`src/hw/rtl/mtx4_pkg.sv`:
```
// shared widths for the fixed-point matrix multiplier
package mtx4_pkg;

	localparam int DATA_W = 32;
	localparam int IDX_W  = 4;
	localparam int PROD_W = 2 * DATA_W;

	// saturation limits of a signed data word
	localparam logic [DATA_W-1:0] SAT_MAX = {1'b0, {(DATA_W-1){1'b1}}};
	localparam logic [DATA_W-1:0] SAT_MIN = {1'b1, {(DATA_W-1){1'b0}}};

endpackage

```
`src/hw/rtl/matrix4x4_multiply.sv`:
```
// DIM x DIM column-major matrix product in signed fixed point
//
// Load side: a transaction is taken when start is high and busy is low. Each
// transaction writes left_value and right_value into the left and right element
// memories at elem_index (row + DIM*column); an index past the last element is
// not written. A transaction with done_req set writes its pair and then starts
// the product; busy stays high until the last product element has been sent.
// Loads without done_req never raise busy.
// Result side: DIM*DIM elements come out in index order, one per strobe cycle,
// with last_out on the final one. The receiver cannot stall; each element is
// on the ports for exactly one cycle.
// Timing: one multiply-accumulate per cycle while a product runs. Busy falls with
// the strobe of the last element, and the next transaction can be taken once busy
// is low. The memory read, multiplier and accumulator each own one register stage.
// Sums are kept at full width, shifted right by FRAC_BITS and saturated to 32
// bits, with overflow flagging saturation.
// Reset clears the sequencer and strobe; the element memories are not cleared
// and must be written before they are used in a product.
module matrix4x4_multiply
	import mtx4_pkg::*;
#(
	parameter int DIM       = 4,
	parameter int FRAC_BITS = 16
) (
	input  logic                     clk,
	input  logic                     arst_n,
	input  logic                     start,
	output logic                     busy,
	input  logic [IDX_W-1:0]         elem_index,
	input  logic signed [DATA_W-1:0] left_value,
	input  logic signed [DATA_W-1:0] right_value,
	input  logic                     done_req,
	output logic                     strobe,
	output logic [IDX_W-1:0]         out_index,
	output logic signed [DATA_W-1:0] product_value,
	output logic                     overflow,
	output logic                     last_out
);

	localparam int CELLS = DIM * DIM;
	localparam int CW    = $clog2(CELLS);
	localparam int EW    = $clog2(DIM);
	localparam int IW    = ((CW > IDX_W) ? CW : IDX_W) + 1;
	localparam int ACC_W = PROD_W + $clog2(DIM) + 1;

	logic signed [DATA_W-1:0] left_mem  [CELLS];
	logic signed [DATA_W-1:0] right_mem [CELLS];

	logic          busy_q, run_q;
	logic [EW-1:0] e_q, x_q;
	logic [CW-1:0] pos_q, la_q, ra_q, rbase_q;

	logic          v_s1, first_s1, laste_s1, lastc_s1;
	logic [CW-1:0] pos_s1;
	logic signed [DATA_W-1:0] l_s1, r_s1;

	logic          v_s2, first_s2, laste_s2, lastc_s2;
	logic [CW-1:0] pos_s2;
	logic signed [PROD_W-1:0] prod_s2;

	logic          fin_s3, lastc_s3;
	logic [CW-1:0] pos_s3;
	logic signed [ACC_W-1:0] acc_s3;

	logic                  strobe_q, last_q, ovf_q;
	logic [IDX_W-1:0]      idx_q;
	logic [DATA_W-1:0]     val_q;

	logic          accept, wr_en, e_wrap, x_wrap, c_last;
	logic [IW-1:0] idx_ext;
	logic [CW-1:0] waddr, rbase_nx;
	logic signed [ACC_W-1:0] shifted;
	logic [ACC_W-DATA_W:0]   top_bits;
	logic                    sat;

	assign accept  = start && !busy_q;
	assign idx_ext = IW'(elem_index);
	assign wr_en   = accept && (idx_ext < IW'(CELLS));
	assign waddr   = idx_ext[CW-1:0];

	assign e_wrap   = (e_q == EW'(DIM - 1));
	assign x_wrap   = (x_q == EW'(DIM - 1));
	assign c_last   = (pos_q == CW'(CELLS - 1));
	assign rbase_nx = rbase_q + CW'(DIM);

	// sequencer: y outer, x inner, e innermost
	always_ff @(posedge clk or negedge arst_n) begin
		if (!arst_n) begin
			busy_q  <= 1'b0;
			run_q   <= 1'b0;
			e_q     <= '0;
			x_q     <= '0;
			pos_q   <= '0;
			la_q    <= '0;
			ra_q    <= '0;
			rbase_q <= '0;
		end else begin
			if (accept && done_req) begin
				busy_q  <= 1'b1;
				run_q   <= 1'b1;
				e_q     <= '0;
				x_q     <= '0;
				pos_q   <= '0;
				la_q    <= '0;
				ra_q    <= '0;
				rbase_q <= '0;
			end else if (run_q) begin
				if (e_wrap) begin
					e_q   <= '0;
					pos_q <= pos_q + CW'(1);
					if (c_last)
						run_q <= 1'b0;
					if (x_wrap) begin
						x_q     <= '0;
						la_q    <= '0;
						rbase_q <= rbase_nx;
						ra_q    <= rbase_nx;
					end else begin
						x_q  <= x_q + EW'(1);
						la_q <= CW'(x_q) + CW'(1);
						ra_q <= rbase_q;
					end
				end else begin
					e_q  <= e_q + EW'(1);
					la_q <= la_q + CW'(DIM);
					ra_q <= ra_q + CW'(1);
				end
			end
			if (fin_s3 && lastc_s3)
				busy_q <= 1'b0;
		end
	end

	// element memories: write on load, registered read for the mac pipe
	always_ff @(posedge clk) begin
		if (wr_en) begin
			left_mem[waddr]  <= left_value;
			right_mem[waddr] <= right_value;
		end
		if (run_q) begin
			l_s1 <= left_mem[la_q];
			r_s1 <= right_mem[ra_q];
		end
	end

	// pipeline control flags
	always_ff @(posedge clk or negedge arst_n) begin
		if (!arst_n) begin
			v_s1     <= 1'b0;
			v_s2     <= 1'b0;
			fin_s3   <= 1'b0;
			strobe_q <= 1'b0;
		end else begin
			v_s1     <= run_q;
			v_s2     <= v_s1;
			fin_s3   <= v_s2 && laste_s2;
			strobe_q <= fin_s3;
		end
	end

	assign shifted  = acc_s3 >>> FRAC_BITS;
	assign top_bits = shifted[ACC_W-1:DATA_W-1];
	assign sat      = !((&top_bits) || !(|top_bits));

	always_ff @(posedge clk) begin
		first_s1 <= (e_q == '0);
		laste_s1 <= e_wrap;
		lastc_s1 <= c_last;
		pos_s1   <= pos_q;

		first_s2 <= first_s1;
		laste_s2 <= laste_s1;
		lastc_s2 <= lastc_s1;
		pos_s2   <= pos_s1;
		if (v_s1)
			prod_s2 <= PROD_W'(l_s1) * PROD_W'(r_s1);

		lastc_s3 <= lastc_s2;
		pos_s3   <= pos_s2;
		if (v_s2)
			acc_s3 <= (first_s2 ? '0 : acc_s3) + ACC_W'(prod_s2);

		idx_q  <= IDX_W'(pos_s3);
		last_q <= lastc_s3;
		ovf_q  <= sat;
		if (sat)
			val_q <= acc_s3[ACC_W-1] ? SAT_MIN : SAT_MAX;
		else
			val_q <= shifted[DATA_W-1:0];
	end

	assign busy          = busy_q;
	assign strobe        = strobe_q;
	assign out_index     = idx_q;
	assign product_value = val_q;
	assign overflow      = ovf_q;
	assign last_out      = last_q;

endmodule

```
`config.mk`:
```
export PLATFORM = sky130hd
export DESIGN_NAME = matrix4x4_multiply
export DESIGN_NICKNAME = d
export VERILOG_FILES = /design/src/hw/rtl/mtx4_pkg.sv /design/src/hw/rtl/matrix4x4_multiply.sv
export SDC_FILE = /design/constraint.sdc
export NUM_CORES = 2
export LEC_CHECK = 0
export BUFFER_PORTS_ARGS = -buffer_cell sky130_fd_sc_hd__buf_2
export CORE_UTILIZATION = 30
export DETAILED_ROUTE_END_ITERATION = 10
export PLACE_DENSITY = 0.44
export SYNTH_ARGS = -nofsm -noshare
export SYNTH_HDL_FRONTEND = slang
export SYNTH_SLANG_ARGS = --single-unit
```
`constraint.sdc`:
```
create_clock -name clk -period 11.8 [get_ports clk]
set_clock_uncertainty 0.15 [all_clocks]
set_input_delay 0 -clock clk [delete_from_list [all_inputs] [get_ports clk]]
set_output_delay 0 -clock clk [all_outputs]
set_load 0.02 [all_outputs]
```
## Word-level counts from Yosys, hierarchy flattened

Memories as Yosys holds them, arrays and structs flattened. A register that Yosys moved wholly into a read port is not among the register bits.
Index checks and enable logic that the tools add are counted.
Widths: inputs -> output; s select.

- Bits in registers: 214
- Memory bits (writable): 1,024
- Input port bits: 72
- Output and inout port bits: 40
- Word-level logic and storage cells: 91
- Memories kept: 2

- Add/sub/neg operators: 8
- $mul: 1
- Order comparisons: 1
- Eq/ne operators: 3
- Mux-type cells: 32
- Reduce and logical (&&, ||, !) cells: 16

Memory list:

| name | depth | width | read ports | clocked after Yosys merged registers in | wr ports | RTL line | text |
|---|---|---|---|---|---|---|---|
| left_mem | 16 | 32 | 1 | 1 | 1 | matrix4x4_multiply.sv:46 | `logic signed [DATA_W-1:0] left_mem [CELLS];` |
| right_mem | 16 | 32 | 1 | 1 | 1 | matrix4x4_multiply.sv:47 | `logic signed [DATA_W-1:0] right_mem [CELLS];` |

Operators with widths:

| operator | count |
|---|---|
| $add 67x67->67 | 1 |
| $mux 67 | 1 |
| $mul 32x32->64 | 1 |
| $mux 32 | 2 |
| $mux 4 | 13 |
| $reduce_and 20->1 | 1 |
| $reduce_or 20->1 | 1 |
| $mux 2 | 7 |
| $add 4x1->4 const B | 2 |
| $add 4x3->4 const B | 2 |
| $mux 1 | 8 |
| $reduce_bool 2->1 | 3 |
| $logic_and 1x1->1 | 5 |
| $lt 4x5->1 const B | 1 |
| $add 2x1->2 const B | 2 |
| $eq 2x2->1 const B | 2 |
| $eq 4x4->1 const B | 1 |
| $add 2x1->3 const B | 1 |
| $logic_not 1->1 | 3 |
| $mux 3 | 1 |
| $logic_not 2->1 | 1 |
| $reduce_and 2->1 | 1 |
| $logic_or 1x1->1 | 1 |

## Depth between registers and ports, before layout

- Word-level depth: 5
- Gate-level depth with buffers: 31
- Gate-level depth less buffers: 29

## Least setup slack after synthesis

No wires, ideal clock.

- Kind: flip-flop to flip-flop
- Start point: reg l_s1[31] (read register of left_mem)
- End point: reg prod_s2[62], data pin
- Setup time: 255 ps
- Arrival: 7,744 ps
- Required time: 11,395 ps
- Setup slack: 3,651 ps
- Cell stages (with the launch flop): 27
- Buffers on the path: 2
- Period minus slack after synthesis: 8,149 ps
- Cells stage by stage: edfxtp_1 clkbuf_1 nand2_1 inv_1 fa_1 inv_1 fa_1 fa_1 inv_1 fa_1 inv_1 fa_1 inv_1 fa_1 fa_1 fa_1 ha_1 clkbuf_1 a21oi_1 o21ai_1 o21a_1 o21ai_0 nand2b_1 a221oi_1 o21ai_1 or3b_1 and3_1

- Cells in the longest elaborated chain, start to end: 1

RTL lines:

| item | RTL line | text |
|---|---|---|
| from (decl) | matrix4x4_multiply.sv:55 | `logic signed [DATA_W-1:0] l_s1, r_s1;` |
| $mul 32x32->64 | matrix4x4_multiply.sv:176 | `prod_s2 <= PROD_W'(l_s1) * PROD_W'(r_s1);` |
| to (signal assigned) | matrix4x4_multiply.sv:176 |  |
| to (decl) | matrix4x4_multiply.sv:59 | `logic signed [PROD_W-1:0] prod_s2;` |

Every way passes these cells.
A chain may end at the register's enable or synchronous reset.

## Worst setup path after layout

- Start point: reg r_s1[31] (read register of right_mem)
- End point: reg prod_s2[59], data pin

- Cells in the longest elaborated chain, start to end: 1

RTL lines:

| item | RTL line |
|---|---|
| from (decl) | matrix4x4_multiply.sv:55 |
| $mul 32x32->64 | matrix4x4_multiply.sv:176 |

Every way passes these cells.

==> run metrics <==
share of post-route cells with drive strength above 1=0.106; IO buf count=111; clk buf depth=4; # Post-CTS Setup Buffers=0; Sum Neg Setup Slack=0 ps; outcome=complete, no violations; Pre-antenna DRT Iters=7; Final ANT Viol Nets=0; syn_nets=8064; die height=542 microns; GR Overflow Total=0; Cell Area, Synth=87500 sq um; top fanout value on the critical path=13; hpwl dp=163 mm; # nets final=8251; WP data required=about 12000 ps; # DRC=0; die area=294000 sq um; Slowest cell on crit path=edfxtp_1; crit start category=register; largest cells by area after synthesis=edfxtp_1 42%, fa_1 25%, mux4_2 5.8%; placer congestion estimate=0.821; endpoint type of the worst setup path=register; first-pass GRT wire length=~370 mm; critical path's largest stage delay=1210 ps; # setup viols final=0; CTS tree=built; latest clock arrival within the worst-skew pair=about 840 ps; CP arrival=10080 ps; Iter 0 DRT Violations=between 3000 and 4000; crit path kind=reg -> reg; GRT Total Usage=0.167; Yosys top cell area share=0.418; Die X=542 microns; TritonCTS buffer count=156; synth unique cells=80; starting density of the core=0.303; largest net degree at the start of global routing=109; Area Overhead vs Synth=13.0%; TritonCTS Sinks=1300; Top cell by count, worst path=fa_1; Yosys top cell by area=edfxtp_1; # rows=197; YS warnings=0; final hold vios=0; CTS H-tree depth=4; slew of the pin with the lowest slew margin=~1300 ps; Tmin final=9660 ps; max-slew violations=0; Wirelength per Cell=22.3 microns; via density per instance=4.73; number of I/O pins=112; initial antenna violation count=26; fmax=103 MHz; vias in the first global route=56600; clk root buf=clkbuf_16; slew margin rel.=0.112; vias=approximately 51000; Max Cap Viol=0; number of synthesized flops with an enable pin=1219; worst hold path class=in -> reg; Final Cycle Share=0.819; WL final=242 mm; synthesized area per cell=13.1 sq um; Synth top cells by count=1219 x edfxtp_1, 1083 x fa_1, 1047 x inv_1, 637 x nand2_1, 514 x and2_1; clock-pin transition on the worst setup and hold timing paths=60 ps; core area=289000 sq um; count leader, synth=edfxtp_1; Seq/Total Area, Yosys=0.438; Synth Register Bits=between 1000 and 1500; post-synthesis async set-or-reset flop share=0.0185; Gate Count Post-Synth=6654; predominant post-synthesis flop cell=edfxtp_1; RSZ-0062 raised after global routing=no
worst max-delay path, delay by kind of cell (launching register included):
family | cells | cell delay (ps)
xor gates and xnor gates | 1 | 150
buffers and inverters | 6 | 970
AOI/OAI and AO/OA | 10 | 2430
DFF | 1 | 1210
adders and majority gates | 9 | 4520
routing by layer:
layer / up-vias / GRT usage / wire (microns) / part of all wire
met2: 1146 / 0.267 / 111000 / 0.46
met3: 302 / 0.0281 / 12500 / 0.052
met1: 27400 / 0.237 / 114000 / 0.47
li1: 22500 / - / - / -
met5: - / 0 / 128 / 0.00053
met4: 18 / 0.0356 / 4570 / 0.019
flip-flops by register name (all words and copies together) (netlist names), 2 cells and up:
register,flops
pos_s3,4
pos_s1,4
ra_q,4
left_mem,512
pos_s2,4
e_q,2
acc_s3,67
r_s1,32
la_q,4
out_index,4
rbase_q,2
prod_s2,64
right_mem,512
l_s1,32
pos_q,4
x_q,2
product_value,32
final cells by class:
type,count,area (sq um)
Inverter,1047,3930
Multi-Input combinational cell,3961,44000
Fill cell,28300,190000
Timing Repair Buffer,375,2910
Clock buffer,204,4200
Clock inverter,66,529
Sequential cell,1300,38400
Antenna cell,10,25.0
Tap cell,3880,4850
cells by family after synthesis:
logic type | after synthesis | synth area share
AOI/OAI and AO/OA | 612 | 0.0448
and+or+nand+nor | 1518 | 0.0858
buffers and inverters | 1393 | 0.0599
adders and majority gates | 1338 | 0.284
xor gates and xnor gates | 139 | 0.0139
muxes | 354 | 0.0728
DFF | 1300 | 0.438
repair_timing:
action                    in CTS  in global routing
hold endpoints to repair    1339                  0
gates resized for setup        0                  0
hold buffers                 138                  0
per-stage QoR:
step / area, sq um / setup slack (ps) / cells / util / hold WS (ps)
floorplan: 87500 / 3650 / 6654 / - / -446
global placement: 92700 / 2160 / 10400 / 0.321 / -100
detailed placement: 92700 / 2120 / 10400 / 0.321 / -96.0
CTS: 98800 / 2180 / 10800 / 0.342 / 2.17
global route: 98800 / 1640 / 10800 / 0.342 / 30.7
finish: 98800 / 2140 / 10800 / 0.342 / 47.4
cell usage in the layout, fill, tap and decap left out, types with 21 or more instances in the layout:
cell type and instances:
nor2_1 138, dlygate4sd3_1 137, inv_1 1047, edfxtp_1 1219
a22oi_1 33, nand3_1 32, xor2_1 45, and2_1 513
nand2b_1 31, clkbuf_1 42, mux2i_1 109, mux4_2 224
fa_1 1083, a221oi_1 37, nand4_1 31, nor2b_1 52
clkinv_2 21, clkbuf_16 161, a21o_1 91, mux2_2 21
o21ai_0 148, clkinv_1 26, nand2_1 637, buf_2 111
o21bai_1 21, a21oi_1 177, dfxtp_1 56, ha_1 255
xnor2_1 94, buf_4 125
worst paths after layout:
| kind | start | endpoint | slack, ps | depth (start not counted) |
|---|---|---|---|---|
| setup / recovery | r_s1[31] | prod_s2[59] | 2140 | 26 |
| hold / removal | left_value[4] | left_mem[0][4] | 50 | 2 |
| setup reg to reg | r_s1[31] | prod_s2[59] | 2140 | 26 |
| hold reg to reg | pos_s3[0] | out_index[0] | 180 | 0 |
| max in group asynchronous | arst_n | run_q | 10860 | 4 |
| min in group asynchronous | arst_n | pos_q[1] | 440 | 4 |
Power is not shown: default switching activity piles up to over one toggle a cycle in this logic, so the estimate is an artifact.
